--- src/rtl/rle4_pkg.sv ---
`timescale 1ns / 1ps

package rle4_pkg;

  // Image size limits and palette depth.
  localparam int MAX_WIDTH     = 64;
  localparam int MAX_HEIGHT    = 32;
  localparam int PALETTE_DEPTH = 16;

  // The cursor column runs 0..MAX_WIDTH and the cursor row 0..MAX_HEIGHT.
  localparam int COL_W  = $clog2(MAX_WIDTH + 1);
  localparam int ROW_W  = $clog2(MAX_HEIGHT + 1);
  localparam int PAL_AW = $clog2(PALETTE_DEPTH);

  // Working width for cursor arithmetic: a cursor plus a byte plus one.
  localparam int SUM_W = 10;

  localparam int COLOR_W = 24;
  localparam int CFG_WIDTH_W  = 7;
  localparam int CFG_HEIGHT_W = 6;

  localparam logic [CFG_WIDTH_W-1:0]  WIDTH_RESET  = 7'd12;
  localparam logic [CFG_HEIGHT_W-1:0] HEIGHT_RESET = 6'd12;

  // Register selects (address bit 2).
  localparam logic REG_WIDTH  = 1'b0;
  localparam logic REG_HEIGHT = 1'b1;

  // Input command codes.
  localparam logic CMD_DATA    = 1'b0;
  localparam logic CMD_PALETTE = 1'b1;

  // Escape codes following a zero count byte.
  localparam logic [7:0] ESC_EOL   = 8'h00;
  localparam logic [7:0] ESC_EOI   = 8'h01;
  localparam logic [7:0] ESC_DELTA = 8'h02;

  typedef enum logic [2:0] {
    PH_COUNT,
    PH_RUNVAL,
    PH_ESCAPE,
    PH_DELTA_X,
    PH_DELTA_Y,
    PH_ABS,
    PH_PAD
  } phase_e;

  typedef enum logic [1:0] {
    ST_IDLE,
    ST_EXEC,
    ST_FILL
  } state_e;

  typedef enum logic [1:0] {
    TGT_NONE,
    TGT_EOL,
    TGT_EOI,
    TGT_DELTA
  } target_e;

  typedef struct packed {
    logic    pal_we;
    logic    byte_ld;
    logic    rd_run;
    logic    ld_held;
    logic    ld_abs;
    logic    ld_skip;
    logic    abs_step;
    logic    put_sel_abs;
    logic    put_go;
    logic    fill_step;
    logic    emit;
    logic    cur_clr;
    target_e tgt;
  } dp_cmd_t;

  typedef struct packed {
    logic byte_zero;
    logic byte_one;
    logic byte_two;
    logic put_emits;
    logic abs_last;
    logic abs_pad;
    logic fill_cont;
    logic fill_emits;
    logic out_free;
  } dp_status_t;

  typedef struct packed {
    logic [4:0]         row;
    logic [5:0]         start_col;
    logic [6:0]         pixel_count;
    logic [COLOR_W-1:0] color_even;
    logic [COLOR_W-1:0] color_odd;
    logic               row_done;
    logic               image_done;
    logic               clipped;
  } segment_t;

endpackage

--- src/rtl/rle4_ctrl.sv ---
`timescale 1ns / 1ps

module rle4_ctrl (
  input  logic                 clk_i,
  input  logic                 rst_ni,
  input  logic                 in_valid_i,
  input  logic                 cmd_i,
  output logic                 in_stall_o,
  input  rle4_pkg::dp_status_t status_i,
  output rle4_pkg::dp_cmd_t    dp_cmd_o
);
  import rle4_pkg::*;

  state_e state_q, state_d;
  phase_e phase_q, phase_d;
  logic   eoi_q, eoi_d;
  logic   accept;

  assign in_stall_o = (state_q != ST_IDLE);
  assign accept     = in_valid_i && !in_stall_o;

  always_ff @(posedge clk_i or negedge rst_ni) begin
    if (!rst_ni) begin
      state_q <= ST_IDLE;
      phase_q <= PH_COUNT;
      eoi_q   <= 1'b0;
    end else begin
      state_q <= state_d;
      phase_q <= phase_d;
      eoi_q   <= eoi_d;
    end
  end

  always_comb begin
    state_d  = state_q;
    phase_d  = phase_q;
    eoi_d    = eoi_q;
    dp_cmd_o = '0;
    dp_cmd_o.tgt = TGT_NONE;
    dp_cmd_o.put_sel_abs = (phase_q == PH_ABS);

    unique case (state_q)
      ST_IDLE: begin
        if (accept) begin
          if (cmd_i == CMD_PALETTE) begin
            dp_cmd_o.pal_we = 1'b1;
          end else begin
            dp_cmd_o.byte_ld = 1'b1;
            dp_cmd_o.rd_run  = (phase_q == PH_RUNVAL) || (phase_q == PH_ABS);
            state_d = ST_EXEC;
          end
        end
      end

      ST_EXEC: begin
        unique case (phase_q)
          PH_COUNT: begin
            if (status_i.byte_zero) begin
              phase_d = PH_ESCAPE;
            end else begin
              dp_cmd_o.ld_held = 1'b1;
              phase_d = PH_RUNVAL;
            end
            state_d = ST_IDLE;
          end
          PH_RUNVAL: begin
            if (!status_i.put_emits || status_i.out_free) begin
              dp_cmd_o.put_go = 1'b1;
              dp_cmd_o.emit   = status_i.put_emits;
              phase_d = PH_COUNT;
              state_d = ST_IDLE;
            end
          end
          PH_ESCAPE: begin
            phase_d = PH_COUNT;
            if (status_i.byte_zero) begin
              dp_cmd_o.tgt = TGT_EOL;
              eoi_d   = 1'b0;
              state_d = ST_FILL;
            end else if (status_i.byte_one) begin
              dp_cmd_o.tgt = TGT_EOI;
              eoi_d   = 1'b1;
              state_d = ST_FILL;
            end else if (status_i.byte_two) begin
              phase_d = PH_DELTA_X;
              state_d = ST_IDLE;
            end else begin
              dp_cmd_o.ld_abs = 1'b1;
              phase_d = PH_ABS;
              state_d = ST_IDLE;
            end
          end
          PH_DELTA_X: begin
            dp_cmd_o.ld_skip = 1'b1;
            phase_d = PH_DELTA_Y;
            state_d = ST_IDLE;
          end
          PH_DELTA_Y: begin
            dp_cmd_o.tgt = TGT_DELTA;
            eoi_d   = 1'b0;
            phase_d = PH_COUNT;
            state_d = ST_FILL;
          end
          PH_ABS: begin
            if (!status_i.put_emits || status_i.out_free) begin
              dp_cmd_o.put_go   = 1'b1;
              dp_cmd_o.emit     = status_i.put_emits;
              dp_cmd_o.abs_step = 1'b1;
              if (status_i.abs_last) begin
                phase_d = status_i.abs_pad ? PH_PAD : PH_COUNT;
              end
              state_d = ST_IDLE;
            end
          end
          default: begin
            // The pad byte after an absolute run with an odd number of data bytes, and unused codes.
            phase_d = PH_COUNT;
            state_d = ST_IDLE;
          end
        endcase
      end

      ST_FILL: begin
        if (!status_i.fill_cont) begin
          dp_cmd_o.cur_clr = eoi_q;
          state_d = ST_IDLE;
        end else if (!status_i.fill_emits || status_i.out_free) begin
          dp_cmd_o.fill_step = 1'b1;
          dp_cmd_o.emit      = status_i.fill_emits;
        end
      end

      default: begin
        state_d = ST_IDLE;
      end
    endcase
  end

endmodule

--- src/rtl/rle4_dp.sv ---
`timescale 1ns / 1ps

module rle4_dp (
  input  logic                 clk_i,
  input  logic                 rst_ni,
  input  rle4_pkg::dp_cmd_t    dp_cmd_i,
  output rle4_pkg::dp_status_t status_o,
  input  logic [7:0]           data_byte_i,
  input  logic [3:0]           palette_index_i,
  input  logic [23:0]          palette_color_i,
  input  logic [6:0]           image_width_i,
  input  logic [5:0]           image_height_i,
  input  logic                 out_stall_i,
  output logic                 out_valid_o,
  output rle4_pkg::segment_t   seg_o
);
  import rle4_pkg::*;

  // Palette: two read ports, registered read data.
  logic [COLOR_W-1:0] pal_mem [PALETTE_DEPTH];
  logic [COLOR_W-1:0] col_a_q, col_b_q;
  logic [PAL_AW-1:0]  addr_a, addr_b;

  // Port A reads entry 0 unless the byte carries pixel nibbles.
  assign addr_a = dp_cmd_i.rd_run ? data_byte_i[7:4] : '0;
  assign addr_b = data_byte_i[3:0];

  always_ff @(posedge clk_i) begin
    if (dp_cmd_i.pal_we) begin
      pal_mem[palette_index_i] <= palette_color_i;
    end
    if (dp_cmd_i.byte_ld) begin
      col_a_q <= pal_mem[addr_a];
      col_b_q <= pal_mem[addr_b];
    end
  end

  logic [7:0]       byte_q, held_q, held_d, left_q, left_d, skip_q, skip_d;
  logic [ROW_W-1:0] row_q, row_d, trow_q;
  logic [COL_W-1:0] col_q, col_d, tcol_q;
  logic             out_valid_q;
  segment_t         seg_q, seg_d;

  logic [SUM_W-1:0] w_raw, h_raw, w_eff, h_eff;
  logic [SUM_W-1:0] row_e, col_e, trow_e, tcol_e;
  logic [SUM_W-1:0] avail, k_abs, put_n, put_k, fill_k, seg_k;
  logic [SUM_W-1:0] delta_c, delta_r, tr, tc, tr_c, tc_c;
  logic [8:0]       held_inc;
  logic [7:0]       k_abs8;
  logic             row_in, put_clip, row_before, fill_cont, fill_emits;
  logic             seg_rd, out_free;
  logic [COLOR_W-1:0] seg_co;

  assign w_raw  = SUM_W'(image_width_i);
  assign h_raw  = SUM_W'(image_height_i);
  assign w_eff  = (w_raw == '0) ? SUM_W'(1) :
                  ((w_raw > SUM_W'(MAX_WIDTH)) ? SUM_W'(MAX_WIDTH) : w_raw);
  assign h_eff  = (h_raw == '0) ? SUM_W'(1) :
                  ((h_raw > SUM_W'(MAX_HEIGHT)) ? SUM_W'(MAX_HEIGHT) : h_raw);

  assign row_e  = SUM_W'(row_q);
  assign col_e  = SUM_W'(col_q);
  assign trow_e = SUM_W'(trow_q);
  assign tcol_e = SUM_W'(tcol_q);

  // Placing a run at the cursor.
  assign row_in   = row_e < h_eff;
  assign avail    = (col_e < w_eff) ? (w_eff - col_e) : '0;
  assign k_abs8   = (left_q >= 8'd2) ? 8'd2 : 8'd1;
  assign k_abs    = SUM_W'(k_abs8);
  assign put_n    = dp_cmd_i.put_sel_abs ? k_abs : SUM_W'(held_q);
  assign put_clip = put_n > avail;
  assign put_k    = put_clip ? avail : put_n;

  // Filling towards the target with entry 0, one row at a time.
  assign row_before = row_e < trow_e;
  assign fill_cont  = row_in && (row_before || (col_e < tcol_e));
  assign fill_emits = fill_cont && (!row_before || (col_e < w_eff));
  assign fill_k     = row_before ? (w_eff - col_e) : (tcol_e - col_e);

  assign seg_k  = dp_cmd_i.fill_step ? fill_k : put_k;
  assign seg_co = dp_cmd_i.fill_step ? col_a_q : col_b_q;
  assign seg_rd = (col_e + seg_k) == w_eff;

  assign held_inc = {1'b0, held_q} + 9'd1;

  assign status_o.byte_zero  = (byte_q == ESC_EOL);
  assign status_o.byte_one   = (byte_q == ESC_EOI);
  assign status_o.byte_two   = (byte_q == ESC_DELTA);
  assign status_o.put_emits  = row_in && (put_k != '0);
  assign status_o.abs_last   = (left_q <= 8'd2);
  assign status_o.abs_pad    = held_inc[1];
  assign status_o.fill_cont  = fill_cont;
  assign status_o.fill_emits = fill_emits;
  assign status_o.out_free   = out_free;

  // Fill target, clamped to the image.
  assign delta_c = col_e + SUM_W'(skip_q);
  assign delta_r = row_e + SUM_W'(byte_q);

  always_comb begin
    unique case (dp_cmd_i.tgt)
      TGT_EOL: begin
        tr = row_e + SUM_W'(1);
        tc = '0;
      end
      TGT_EOI: begin
        tr = h_eff;
        tc = '0;
      end
      TGT_DELTA: begin
        if (delta_c >= w_eff) begin
          tr = delta_r + SUM_W'(1);
          tc = '0;
        end else begin
          tr = delta_r;
          tc = delta_c;
        end
      end
      default: begin
        tr = trow_e;
        tc = tcol_e;
      end
    endcase
    tr_c = tr;
    tc_c = tc;
    if (tr >= h_eff) begin
      tr_c = h_eff;
      tc_c = '0;
    end
    if (tc_c > w_eff) begin
      tc_c = w_eff;
    end
  end

  // Cursor and parse registers.
  always_comb begin
    row_d  = row_q;
    col_d  = col_q;
    held_d = held_q;
    left_d = left_q;
    skip_d = skip_q;
    if (dp_cmd_i.cur_clr) begin
      row_d = '0;
      col_d = '0;
    end else if (dp_cmd_i.fill_step && fill_cont) begin
      if (row_before) begin
        row_d = ROW_W'(row_e + SUM_W'(1));
        col_d = '0;
      end else begin
        col_d = tcol_q;
      end
    end else if (dp_cmd_i.put_go && status_o.put_emits) begin
      col_d = COL_W'(col_e + put_k);
    end
    if (dp_cmd_i.ld_held || dp_cmd_i.ld_abs) begin
      held_d = byte_q;
    end
    if (dp_cmd_i.ld_abs) begin
      left_d = byte_q;
    end else if (dp_cmd_i.abs_step) begin
      left_d = (left_q > k_abs8) ? (left_q - k_abs8) : 8'd0;
    end
    if (dp_cmd_i.ld_skip) begin
      skip_d = byte_q;
    end
  end

  always_ff @(posedge clk_i or negedge rst_ni) begin
    if (!rst_ni) begin
      row_q  <= '0;
      col_q  <= '0;
      held_q <= '0;
      left_q <= '0;
      skip_q <= '0;
      trow_q <= '0;
      tcol_q <= '0;
    end else begin
      row_q  <= row_d;
      col_q  <= col_d;
      held_q <= held_d;
      left_q <= left_d;
      skip_q <= skip_d;
      if (dp_cmd_i.tgt != TGT_NONE) begin
        trow_q <= ROW_W'(tr_c);
        tcol_q <= COL_W'(tc_c);
      end
    end
  end

  always_ff @(posedge clk_i) begin
    if (dp_cmd_i.byte_ld) begin
      byte_q <= data_byte_i;
    end
  end

  // Output register.
  assign out_free = !out_valid_q || !out_stall_i;

  always_comb begin
    seg_d.row         = row_e[4:0];
    seg_d.start_col   = col_e[5:0];
    seg_d.pixel_count = seg_k[6:0];
    seg_d.color_even  = col_a_q;
    seg_d.color_odd   = (seg_k == SUM_W'(1)) ? '0 : seg_co;
    seg_d.row_done    = seg_rd;
    seg_d.image_done  = seg_rd && ((row_e + SUM_W'(1)) == h_eff);
    seg_d.clipped     = !dp_cmd_i.fill_step && put_clip;
  end

  always_ff @(posedge clk_i or negedge rst_ni) begin
    if (!rst_ni) begin
      out_valid_q <= 1'b0;
    end else if (dp_cmd_i.emit) begin
      out_valid_q <= 1'b1;
    end else if (!out_stall_i) begin
      out_valid_q <= 1'b0;
    end
  end

  always_ff @(posedge clk_i) begin
    if (dp_cmd_i.emit) begin
      seg_q <= seg_d;
    end
  end

  assign out_valid_o = out_valid_q;
  assign seg_o       = seg_q;

endmodule

--- src/rtl/rle4_bitmap_row_decoder.sv ---
`timescale 1ns / 1ps
// A value byte is latched with its palette read when it is accepted, and the
// execute step then places its run in the output register. An escape code is latched,
// decoded in the execute step, and its fill then walks the steps to the target. A
// new data byte is held off (in_stall_o) until the last one is done; palette writes
// need no execute step and can follow each other. A fill step is a row passed or
// the part of a row up to a delta's target; output stalls hold both runs and fills.
// Reset (rst_ni, asynchronous, active low) clears the parse and the cursor and
// sets the image to 12 by 12; the palette holds garbage until it is written.
module rle4_bitmap_row_decoder (
  input  logic        clk_i,
  input  logic        rst_ni,
  // Input channel.
  input  logic        in_valid_i,
  output logic        in_stall_o,
  input  logic        cmd_i,
  input  logic [7:0]  data_byte_i,
  input  logic [3:0]  palette_index_i,
  input  logic [23:0] palette_color_i,
  // Output channel, one segment per beat.
  output logic        out_valid_o,
  input  logic        out_stall_i,
  output logic [4:0]  row_o,
  output logic [5:0]  start_col_o,
  output logic [6:0]  pixel_count_o,
  output logic [23:0] color_even_o,
  output logic [23:0] color_odd_o,
  output logic        row_done_o,
  output logic        image_done_o,
  output logic        clipped_o,
  // Configuration port.
  input  logic        psel,
  input  logic        penable,
  input  logic        pwrite,
  input  logic [2:0]  paddr,
  input  logic [31:0] pwdata,
  output logic [31:0] prdata,
  output logic        pready
);
  import rle4_pkg::*;

  // The image size registers. Address bit 2 selects the register; the low
  // two bits are the byte offset within the word and are not decoded.
  logic [CFG_WIDTH_W-1:0]  width_q;
  logic [CFG_HEIGHT_W-1:0] height_q;
  logic                    cfg_write;

  assign pready    = 1'b1;
  assign cfg_write = psel && penable && pwrite && pready;

  always_ff @(posedge clk_i or negedge rst_ni) begin
    if (!rst_ni) begin
      width_q  <= WIDTH_RESET;
      height_q <= HEIGHT_RESET;
    end else if (cfg_write) begin
      if (paddr[2] == REG_WIDTH) begin
        width_q <= pwdata[CFG_WIDTH_W-1:0];
      end else begin
        height_q <= pwdata[CFG_HEIGHT_W-1:0];
      end
    end
  end

  always_comb begin
    unique case (paddr[2])
      REG_WIDTH:  prdata = 32'(width_q);
      REG_HEIGHT: prdata = 32'(height_q);
      default:    prdata = '0;
    endcase
  end

  // The controller sequences each byte: the accept cycle starts the palette
  // read, the execute cycle updates the parse and places a run, and a fill
  // walks the rows to its target giving at most one segment per row.
  dp_cmd_t    dp_cmd;
  dp_status_t dp_status;
  segment_t   seg;

  rle4_ctrl u_ctrl (
    .clk_i      (clk_i),
    .rst_ni     (rst_ni),
    .in_valid_i (in_valid_i),
    .cmd_i      (cmd_i),
    .in_stall_o (in_stall_o),
    .status_i   (dp_status),
    .dp_cmd_o   (dp_cmd)
  );

  rle4_dp u_dp (
    .clk_i           (clk_i),
    .rst_ni          (rst_ni),
    .dp_cmd_i        (dp_cmd),
    .status_o        (dp_status),
    .data_byte_i     (data_byte_i),
    .palette_index_i (palette_index_i),
    .palette_color_i (palette_color_i),
    .image_width_i   (width_q),
    .image_height_i  (height_q),
    .out_stall_i     (out_stall_i),
    .out_valid_o     (out_valid_o),
    .seg_o           (seg)
  );

  assign row_o         = seg.row;
  assign start_col_o   = seg.start_col;
  assign pixel_count_o = seg.pixel_count;
  assign color_even_o  = seg.color_even;
  assign color_odd_o   = seg.color_odd;
  assign row_done_o    = seg.row_done;
  assign image_done_o  = seg.image_done;
  assign clipped_o     = seg.clipped;

endmodule

--- config.mk ---
export PLATFORM = sky130hd
export DESIGN_NAME = rle4_bitmap_row_decoder
export DESIGN_NICKNAME = d
export VERILOG_FILES = /design/src/rtl/rle4_pkg.sv /design/src/rtl/rle4_ctrl.sv /design/src/rtl/rle4_dp.sv /design/src/rtl/rle4_bitmap_row_decoder.sv
export SDC_FILE = /design/constraint.sdc
export NUM_CORES = 1
export LEC_CHECK = 0
export CELL_PAD_IN_SITES_DETAIL_PLACEMENT = 1
export CELL_PAD_IN_SITES_GLOBAL_PLACEMENT = 1
export CORE_MARGIN = 4
export CORE_UTILIZATION = 45
export DETAILED_ROUTE_END_ITERATION = 10
export DONT_BUFFER_PORTS = 1
export PLACE_DENSITY_LB_ADDON = 0.15
export SETUP_SLACK_MARGIN = 0.02
export SKIP_LAST_GASP = 1
export SYNTH_ARGS = -nofsm -noshare
export SYNTH_HDL_FRONTEND = slang
export SYNTH_SLANG_ARGS = --single-unit
--- constraint.sdc ---
create_clock -name clk_i -period 15.9 [get_ports clk_i]
set_input_delay 0.795 -clock clk_i [delete_from_list [all_inputs] [get_ports clk_i]]
set_output_delay 0.795 -clock clk_i [all_outputs]
set_load 0.03 [all_outputs]
==> results.py, run 1 <==
metrics = {
    "synthesis": {
        "synth_seq_area_share": 0.5766,
        "synth-seq-cells": 579,
        "synthSimpleGateAreaFrac": 0.07527,
        "syn_avg_cell_area_um2": 14.31,
        "muxShareOfSynthArea": 0.1795,
        "yosysWarnings": 0,
        "ys.flop_type": "edfxtp_1",
        "synth_compound_area_frac": 0.08191,
        "synthCells": 2066,
        "ys_async_sr_fraction": 0.1209,
        "ys_types": 83,
        "synth-edff-count": 509,
        "synth_adder_area_share": 0.04148,
        "synth-xor-area-share": 0.01452,
        "synth_top_family_by_area": "multiplexers",
        "synth_area_um2": 29560,
    },
    "grt": {
        "grt_use_total": 0.2500,
        "met2_usage": 0.4428,
        "grt_max_degree": 98,
        "gr-usage-met3": 0.04973,
        "grt_busiest_layer": "met2",
        "grt_use_met1": 0.3135,
        "grt_pass1_wl_um": 130700,
        "gr-total-overflow": 0,
        "grt_antenna_before_repair": 0,
        "grt_pass1_vias": 19510,
    },
    "finish": {
        "nNetsFinal": 2225,
        "fill_cells": 6324,
        "final_cell_mix": "509 x edfxtp_1, 183 x mux4_2, 152 x nand2_1",
        "final_common_cell": "edfxtp_1",
        "design_area_um2": 32510,
        "layoutNonFillerInstCount": 2954,
        "drive_gt1_frac": 0.2101,
        "diodes": 0,
        "synthToLayoutAreaGrowth_pct": 9.978,
    },
    "drt": {
        "finalWirelength_um": 88090,
        "via_count": 18330,
        "wl_per_cell_um": 29.82,
        "drt-pass1-iter-count": 5,
        "routed_via_density": 6.206,
        "drc": 0,
        "ant_nets": 0,
        "drt-initial-drc-count": 1731,
    },
    "placement": {
        "routabilityCongestion": 0.8343,
        "placedCellCount": 2845,
        "portBuffers": 0,
        "postPlaceCellArea_um2": 30480,
        "place.detailed.hpwl_um": 55500,
    },
    "worst_setup_path": {
        "endpoint_kind": "flip-flop",
        "worst_path_dominant_cell_family": "compound AO/OA/AOI/OAI gates",
        "cp_slowest_stage_delay_ps": 820,
        "critPathSlowestCell": "o41ai_1",
        "critPathArrivalTime_ps": 8500,
        "critPathMaxFanout": 9,
        "cp-start-kind": "flip-flop",
        "worst-path-buf-inv": 4,
        "cp.required_ps": 16400,
        "criticalPathCategory": "reg -> reg",
    },
    "worst_hold_path": {
        "hold_class": "in -> async",
    },
    "sta": {
        "max_slew_margin": 0.1971,
        "fin_crit_ps": 7997,
        "rsz0062_at_grt": "no",
        "slew_violations": 0,
        "finalHoldViolCount": 0,
        "setup_violations": 0,
        "tightest_slew_ps": 1198,
        "skew_ps": 32.04,
        "fmax_mhz": 125.0,
        "setup_tns_ps": 0,
        "min_period_over_period": 0.5030,
        "whs_ps": 51.00,
    },
    "clock_tree": {
        "insertion_delay_ps": 660,
        "clkSinkCount": 579,
        "htreeDepth": 2,
        "cts_resized": 0,
        "cts.path.max_buffers": 3,
        "cts_tree": "built",
        "ctsHoldBuffers": 1,
        "clk_pin_slew_ps": 60,
        "post_cts_buffers": 0,
        "numCtsBuffers": 60,
        "root_buffer": "clkbuf_16",
    },
    "floorplanning": {
        "die_h_um": 264.3,
        "fp-row-count": 93,
        "fp.dieW_um": 264.3,
        "initial_core_util": 0.4569,
        "coreArea_um2": 64700,
        "io_pins": 183,
        "dieArea_um2": 69850,
    },
    "power": {
        "max-vdd-ir-drop_uv": 88.76,
        "p_per_area_nw_per_um2": 163.0,
        "p_leak_uw": 0.01115,
    },
    "status": {
        "status": "finished clean",
    },
    "flow_run": {
        "maxCapViolations": 0,
    },
}
==> power by group <==
| group | switching [µW] | leakage [µW] | internal, µW |
|---|---|---|---|
| Combinational | 1170 | 0.00472 | 734 |
| Sequential | 168 | 0.00547 | 1810 |
| Clock | 600 | 0.000964 | 821 |
==> per-stage QoR <==
| step | total power, µW | utilization | setup slack [ps] |
|---|---|---|---|
| 3_5_place_dp | 3888 | 0.4712 | 7959 |
| 4_1_cts | 5329 | 0.5024 | 7907 |
| 6_report | 5298 | 0.5024 | 7903 |
| 3_3_place_gp | 3829 | 0.4712 | 8104 |
| 5_1_grt | 5609 | 0.5024 | 7210 |
| 2_1_floorplan | 3358 | - | 9357 |
==> Yosys cell counts, drive strengths merged, types with 61 or more instances <==
cell type | number | share of area
mux2 | 67 | 0.026
a21oi | 98 | 0.020
o21ai | 64 | 0.011
ha | 86 | 0.036
buf | 61 | 0.012
clkbuf | 77 | 0.0098
dfrtp | 66 | 0.056
nand2 | 156 | 0.020
inv | 64 | 0.0081
mux4 | 183 | 0.14
edfxtp | 509 | 0.52
nor2 | 154 | 0.020
==> area by class of cell <==
type / count / area, µm² / share of cell area
clock buffers: 83 / 1688 / 0.05192
flip-flops and latches: 579 / 17040 / 0.5242
multi-input cells: 1308 / 11840 / 0.3643
well taps: 855 / 1070 / 0.03291
clock inverters: 25 / 307.8 / 0.009469
inverters: 65 / 244.0 / 0.007506
repair buffers: 39 / 312.8 / 0.009623
==> cells by family after synthesis <==
logic type	Yosys count
XOR/XNOR	49
multiplexers	293
AO/OA/AOI/OAI	363
AND/OR/NAND/NOR	483
other	2
flip-flops	579
adder cells (fa/ha/maj)	94
buffers and inverters	203
==> registers in the layout (all words and copies together) (netlist names) <==
signal / cells
u_dp.pal_mem: 384
u_dp.seg_o: 69
u_dp.col_a_q: 24
u_dp.col_b_q: 24
u_dp.byte_q: 8
u_dp.held_q: 8
u_dp.left_q: 8
u_dp.skip_q: 8
u_dp.col_q: 7
u_dp.tcol_q: 7
width_q: 7
height_q: 6
u_dp.row_q: 6
u_dp.trow_q: 6
u_ctrl.phase_q: 3
u_ctrl.state_q: 2
u_ctrl.eoi_q: 1
u_dp.out_valid_o: 1
==> layer usage <==
layer  part of all wire  vias to the layer above
met5                  0                        -
li1                   -                     8035
met1               0.39                     9529
met2               0.51                      617
met3              0.065                      152
met4              0.030                        0
==> final timing paths <==
kind | slack [ps] | from | cells after the start | to
worst max-delay path | 7900 | width_q[2] | 30 | u_dp.seg_o[1]
worst min-delay path | 50 | rst_ni | 1 | width_q[6]
worst max register to register | 7900 | width_q[2] | 30 | u_dp.seg_o[1]
worst min register to register | 450 | u_dp.col_a_q[21] | 0 | u_dp.seg_o[48]
max in group asynchronous | 15510 | rst_ni | 1 | u_dp.row_q[3]
min in group clk_i | 230 | palette_color_i[8] | 0 | u_dp.pal_mem[8][8]
No activity file was read; power rests on OpenSTA's default activity.
==> inputs of run 2 (changes only) <==
==> constraint.sdc (replaced) <==
create_clock -name clk_i -period 7.4 [get_ports clk_i]
set_input_delay 0.37 -clock clk_i [delete_from_list [all_inputs] [get_ports clk_i]]
set_output_delay 0.37 -clock clk_i [all_outputs]
set_load 0.03 [all_outputs]
==> run 2 against run 1 <==
Compared with the run above: clock power is 130% higher; clock-buffer cell count is 12 lower; routed wire length is 1.2% higher; global-route usage is 0.19 points higher; utilization is 1.0 points higher; critical path depth stayed put; critical path type unchanged; largest cell class unchanged.
==> results.py, run 2 (synthesis gave the netlist of run 1 again) <==
metrics = {
    "grt": {
        "grt_pass1_vias": 20060,
        "grt_use_total": 0.2519,
        "grt_antenna_before_repair": 4,
        "gr-total-overflow": 0,
        "grt_pass1_wl_um": 131800,
        "grt_max_degree": 98,
    },
    "finish": {
        "final_cell_mix": "509 x edfxtp_1, 183 x mux4_2, 152 x nand2_1",
        "fill_cells": 6294,
        "drive_gt1_frac": 0.2137,
        "final_common_cell": "edfxtp_1",
        "nNetsFinal": 2284,
        "design_area_um2": 33170,
        "largest_reg_flops": 384,
        "synthToLayoutAreaGrowth_pct": 12.23,
        "top_register": "u_dp.pal_mem",
    },
    "power": {
        "pwr-share-clk": 0.272,
        "max-vdd-ir-drop_uv": 186.9,
        "p_comb_frac": 0.370,
        "swShare": 0.3611,
        "p_per_area_nw_per_um2": 354.8,
        "switchingPower_uw": 4250,
        "total_power_uw": 11770,
        "p_leak_uw": 0.01144,
        "p_seq_frac": 0.358,
        "p_int_uw": 7519,
    },
    "placement": {
        "portBuffers": 0,
        "place.detailed.hpwl_um": 55990,
        "routabilityCongestion": 0.8612,
        "postPlaceCellArea_um2": 30600,
    },
    "sta": {
        "skew_ps": 19.90,
        "rsz0062_at_grt": "yes",
        "min_period_over_period": 0.9408,
        "finalHoldViolCount": 0,
        "setup_violations": 0,
        "slew_violations": 0,
        "tightest_slew_ps": 1065,
        "max_slew_margin": 0.2903,
        "fmax_mhz": 143.6,
        "fin_crit_ps": 6962,
    },
    "worst_hold_path": {
        "hold_class": "in -> reg",
    },
    "clock_tree": {
        "clk_pin_slew_ps": 70,
        "root_buffer": "clkbuf_16",
        "insertion_delay_ps": 630,
        "cts_tree": "built",
        "htreeDepth": 2,
        "clkSinkCount": 579,
        "numCtsBuffers": 61,
        "post_cts_buffers": 0,
        "cts.path.max_buffers": 3,
    },
    "floorplanning": {
        "dieArea_um2": 69850,
        "initial_core_util": 0.4569,
        "fp-row-count": 93,
        "io_pins": 183,
        "coreArea_um2": 64700,
        "die_h_um": 264.3,
        "fp.dieW_um": 264.3,
    },
    "drt": {
        "routed_via_density": 6.240,
        "wl_per_cell_um": 29.52,
        "met3_length_um": 4970,
        "met2WireLength_um": 45860,
        "drt-initial-drc-count": 1736,
        "wl_met1_um": 35030,
        "drc": 0,
        "ant_nets": 0,
        "dr.max_layer_used": "met5",
        "finalWirelength_um": 89110,
        "drt-pass1-iter-count": 5,
        "via_count": 18840,
    },
    "worst_setup_path": {
        "critPathSlowestCell": "dfstp_2",
        "cp_slowest_stage_delay_ps": 600,
        "cp-start-kind": "flip-flop",
        "endpoint_kind": "flip-flop",
        "criticalPathCategory": "reg -> reg",
        "worst-path-buf-inv": 4,
        "critPathArrivalTime_ps": 7460,
        "critPathMaxFanout": 10,
        "cp.required_ps": 7890,
        "worst_path_dominant_cell_family": "compound AO/OA/AOI/OAI gates",
    },
    "status": {
        "status": "finished clean",
    },
    "flow_run": {
        "maxCapViolations": 0,
    },
}
-- run 2: changes by cell type in the layout (fill, tap and decap cells not counted), moves of 4 or more --
cell           before  now
clkbuf_1           13    9
bufinv_16           5   11
dlygate4sd3_1       0   43
clkinv_1            6   15
buf_4              38   53
clkbuf_8           10    0
-- run 2: power by group through the flow --
stage / Clock (µW) / Sequential (µW) / Combinational, µW
global placement: 0 / 4270 / 4110
detailed placement: 0 / 4280 / 4260
CTS: 3270 / 4210 / 4340
finish: 3200 / 4210 / 4360
floorplan: 0 / 4170 / 3050
global route: 3420 / 4240 / 4830
-- run 2: worst register-to-register path: cells and delay by family, from the launching register on --
family,cells,cell delay [ps]
buffers and inverters,4,470
muxes,1,270
and+or+nand+nor,8,1390
AOI/OAI and AO/OA,12,2630
adders and majority gates,5,1490
DFF,1,600
-- run 2: cell type report --
cell class	instances	area [µm²]	area share
Clock buffer	71	1585	0.04779
Tap cell	855	1070	0.03225
Multi-Input combinational cell	1308	11870	0.3577
Inverter	65	244.0	0.007355
Antenna cell	2	5.005	0.0001509
Clock inverter	42	503.0	0.01516
Timing Repair Buffer	97	855.8	0.02580
Sequential cell	579	17040	0.5137
-- run 2: what timing repair did --
item | CTS | global route
hold endpoints to repair | 484 | 2
resized for setup | 0 | 8
hold buffers | 43 | 1
setup endpoints to repair | 0 | 9
-- run 2: metrics by stage --
step	worst slack (ps)	setup TNS, ps	util	hold WS (ps)	std cells
2_1_floorplan	857.3	0	-	74.41	2090
3_3_place_gp	392.6	0	0.4729	76.86	2860
3_5_place_dp	311.6	0	0.4729	77.17	2860
4_1_cts	244.8	0	0.5121	0.2431	3016
5_1_grt	-29.87	-29.87	0.5127	0.9632	3018
6_report	437.9	0	0.5127	28.48	3019
-- run 2: worst paths after layout --
check | slack [ps] | startpoint | cells after the start | endpoint
setup / recovery | 440 | width_q[2] | 30 | u_dp.seg_o[1]
hold / removal | 30 | data_byte_i[3] | 1 | u_dp.col_b_q[11]
setup reg to reg | 440 | width_q[2] | 30 | u_dp.seg_o[1]
hold reg to reg | 450 | u_dp.col_a_q[21] | 0 | u_dp.seg_o[48]
max in group asynchronous | 6710 | rst_ni | 2 | u_dp.out_valid_o
min in group asynchronous | 380 | rst_ni | 2 | height_q[1]
-- run 2: metal layers --
layer,up-vias,track usage
met5,-,0
met1,9870,0.3172
li1,8146,-
met2,650,0.4481
met4,4,0.08352
met3,168,0.03753
==> inputs of run 3 (changes only) <==
--- a/config.mk
+++ b/config.mk
@@ -7,13 +7,14 @@
 export LEC_CHECK = 0
 export CELL_PAD_IN_SITES_DETAIL_PLACEMENT = 1
 export CELL_PAD_IN_SITES_GLOBAL_PLACEMENT = 1
-export CORE_MARGIN = 4
 export CORE_UTILIZATION = 45
 export DETAILED_ROUTE_END_ITERATION = 10
 export DONT_BUFFER_PORTS = 1
 export PLACE_DENSITY_LB_ADDON = 0.15
+export REMOVE_ABC_BUFFERS = 1
 export SETUP_SLACK_MARGIN = 0.02
 export SKIP_LAST_GASP = 1
 export SYNTH_ARGS = -nofsm -noshare
 export SYNTH_HDL_FRONTEND = slang
 export SYNTH_SLANG_ARGS = --single-unit
+export TNS_END_PERCENT = 30
==> run 3 against run 2 <==
Compared with the run above: first-iteration DRC count is 2.0% lower; flip-flop and latch count stayed put; highest routed layer unchanged; power is 0.44% lower; register-to-register slack better by 30 ps; critical path depth stayed put; worst hold slack worse by 14 ps; via count is 0.74% lower; critical path type unchanged; sequential power hardly changed.
==> results.py, run 3 (synthesis gave the netlist of run 1 again) <==
metrics = {
    "placement": {
        "place.detailed.hpwl_um": 52740,
        "routabilityCongestion": 0.8716,
        "portBuffers": 0,
    },
    "grt": {
        "grt_max_degree": 98,
        "met2_usage": 0.4522,
        "grt_busiest_layer": "met2",
        "grt_pass1_vias": 19970,
        "grt_pass1_wl_um": 129800,
        "gr-total-overflow": 0,
        "grt_antenna_before_repair": 3,
        "grt_use_total": 0.2648,
        "gr-usage-met3": 0.04147,
        "grt_use_met1": 0.3470,
    },
    "sta": {
        "slew_violations": 0,
        "min_period_over_period": 0.9374,
        "finalHoldViolCount": 0,
        "setup_violations": 0,
        "setup_tns_ps": 0,
        "max_slew_margin": 0.08092,
        "tightest_slew_ps": 1371,
        "rsz0062_at_grt": "yes",
        "skew_ps": 20.53,
        "fin_crit_ps": 6937,
        "fmax_mhz": 144.2,
    },
    "worst_setup_path": {
        "critPathSlowestCell": "or4b_1",
        "critPathMaxFanout": 9,
        "cp_slowest_stage_delay_ps": 530,
        "rr_worst_depth": 30,
        "cp.required_ps": 7910,
        "r2r-start": "width_q[1]",
        "cp-start-kind": "flip-flop",
        "r2r_end": "u_dp.seg_o[1]",
        "criticalPathCategory": "reg -> reg",
        "critPathArrivalTime_ps": 7440,
        "ff2ff_setup_slack_ps": 460,
        "crit_start": "width_q[1]",
        "endpoint_kind": "flip-flop",
        "cp-endpoint": "u_dp.seg_o[1]",
    },
    "floorplanning": {
        "initial_core_util": 0.4569,
        "fp-row-count": 93,
        "die_h_um": 258.3,
        "coreArea_um2": 64700,
        "fp.dieW_um": 258.3,
        "dieArea_um2": 66710,
        "io_pins": 183,
    },
    "drt": {
        "drt-initial-drc-count": 1701,
        "drc": 0,
        "wl_per_cell_um": 29.11,
        "finalWirelength_um": 87630,
        "drt-pass1-iter-count": 5,
        "via_count": 18700,
        "routed_via_density": 6.212,
        "ant_nets": 0,
    },
    "finish": {
        "synthToLayoutAreaGrowth_pct": 12.34,
        "final_cell_mix": "509 x edfxtp_1, 183 x mux4_2, 152 x nand2_1",
        "top_register": "u_dp.pal_mem",
        "multi_input_area_um2": 11920,
        "nNetsFinal": 2277,
        "largest_reg_flops": 384,
        "drive_gt1_frac": 0.2126,
        "final-seq-area_um2": 17040,
        "final_common_cell": "edfxtp_1",
        "fill_cells": 6285,
    },
    "power": {
        "p_int_uw": 7501,
        "switchingPower_uw": 4217,
        "swShare": 0.3599,
        "p_per_area_nw_per_um2": 352.9,
        "p_seq_frac": 0.358,
        "max-vdd-ir-drop_uv": 211.3,
        "pwr-share-clk": 0.275,
        "total_power_uw": 11720,
        "p_leak_uw": 0.01144,
        "p_comb_frac": 0.367,
    },
    "clock_tree": {
        "insertion_delay_ps": 660,
        "htreeDepth": 2,
        "cts.path.max_buffers": 3,
        "clk_pin_slew_ps": 60,
        "clkSinkCount": 579,
        "root_buffer": "clkbuf_16",
        "post_cts_buffers": 0,
        "cts_tree": "built",
        "numCtsBuffers": 61,
    },
    "status": {
        "status": "finished clean",
    },
    "flow_run": {
        "maxCapViolations": 0,
    },
    "worst_hold_path": {
        "hold_class": "in -> reg",
    },
}
## run 3: cell types whose count changed in the layout (fill, tap and decap cells not counted), sizes merged
cell         before  now
bufinv           11    9
clkinv           27   19
buf              54   48
clkbuf           71   83
clkinvlp          4    2
dlygate4sd3      43   42
diode             2    1
inv              65   64
## run 3: power by group through the flow
| stage | Clock (µW) | Sequential (µW) | Combinational [µW] |
|---|---|---|---|
| CTS | 3280 | 4200 | 4230 |
| detailed placement | 0 | 4260 | 4140 |
| global route | 3380 | 4220 | 4760 |
| finish | 3220 | 4190 | 4310 |
| floorplan | 0 | 4180 | 2940 |
| global placement | 0 | 4250 | 4010 |
## run 3: layer usage
layer / wire length, µm / vias to the layer above / share of wire
li1: - / 8125 / -
met1: 36270 / 9876 / 0.41
met2: 43910 / 562 / 0.50
met3: 5029 / 133 / 0.057
met4: 2411 / 2 / 0.028
met5: 14 / - / 0.00016
## run 3: layout make-up
class,instances,share of cell area
Clock buffer,83,0.05068
Tap cell,855,0.03222
Clock inverter,29,0.01251
Inverter,65,0.007348
Antenna cell,1,0.00007537
Sequential cell,579,0.5132
Timing Repair Buffer,90,0.02487
Multi-Input combinational cell,1308,0.3590
## run 3: worst min path at each step
| stage | startpoint | to | slack (ps) | cells past startpoint |
|---|---|---|---|---|
| 2_1_floorplan | rst_ni | height_q[0] | 70 | 0 |
| 3_3_place_gp | rst_ni | u_dp.out_valid_o | 80 | 0 |
| 3_5_place_dp | rst_ni | u_dp.out_valid_o | 80 | 0 |
| 4_1_cts | data_byte_i[5] | u_dp.col_a_q[3] | 3 | 2 |
| 5_1_grt | data_byte_i[2] | u_dp.col_b_q[16] | 3 | 1 |
| 6_report | data_byte_i[2] | u_dp.col_b_q[16] | 10 | 1 |
## run 3: through the flow
| stage | util | hold WS [ps] | instance area [µm²] | setup WS, ps | std cells |
|---|---|---|---|---|---|
| 2_1_floorplan | - | 74.41 | 28990 | 720.9 | 1952 |
| 3_3_place_gp | 0.4724 | 75.85 | 30560 | 217.0 | 2853 |
| 3_5_place_dp | 0.4724 | 75.79 | 30560 | 134.9 | 2853 |
| 4_1_cts | 0.5121 | 3.068 | 33130 | 80.85 | 3009 |
| 5_1_grt | 0.5132 | 3.341 | 33200 | 14.37 | 3010 |
| 6_report | 0.5132 | 14.51 | 33200 | 463.1 | 3010 |
## run 3: critical path: cells and delay by family (launching register included)
| kind | cells | cell delay [ps] |
|---|---|---|
| flops | 1 | 480 |
| mux | 1 | 240 |
| fa+ha+maj | 4 | 1190 |
| compound gates | 14 | 2640 |
| simple gates | 6 | 1420 |
| buf+inv | 5 | 790 |
## run 3: timing repair
item                                    CTS  global route
gates resized for setup                   0            17
hold buffers                             44             0
endpoints found under the hold margin   497             0
endpoints found under the setup margin    0             9
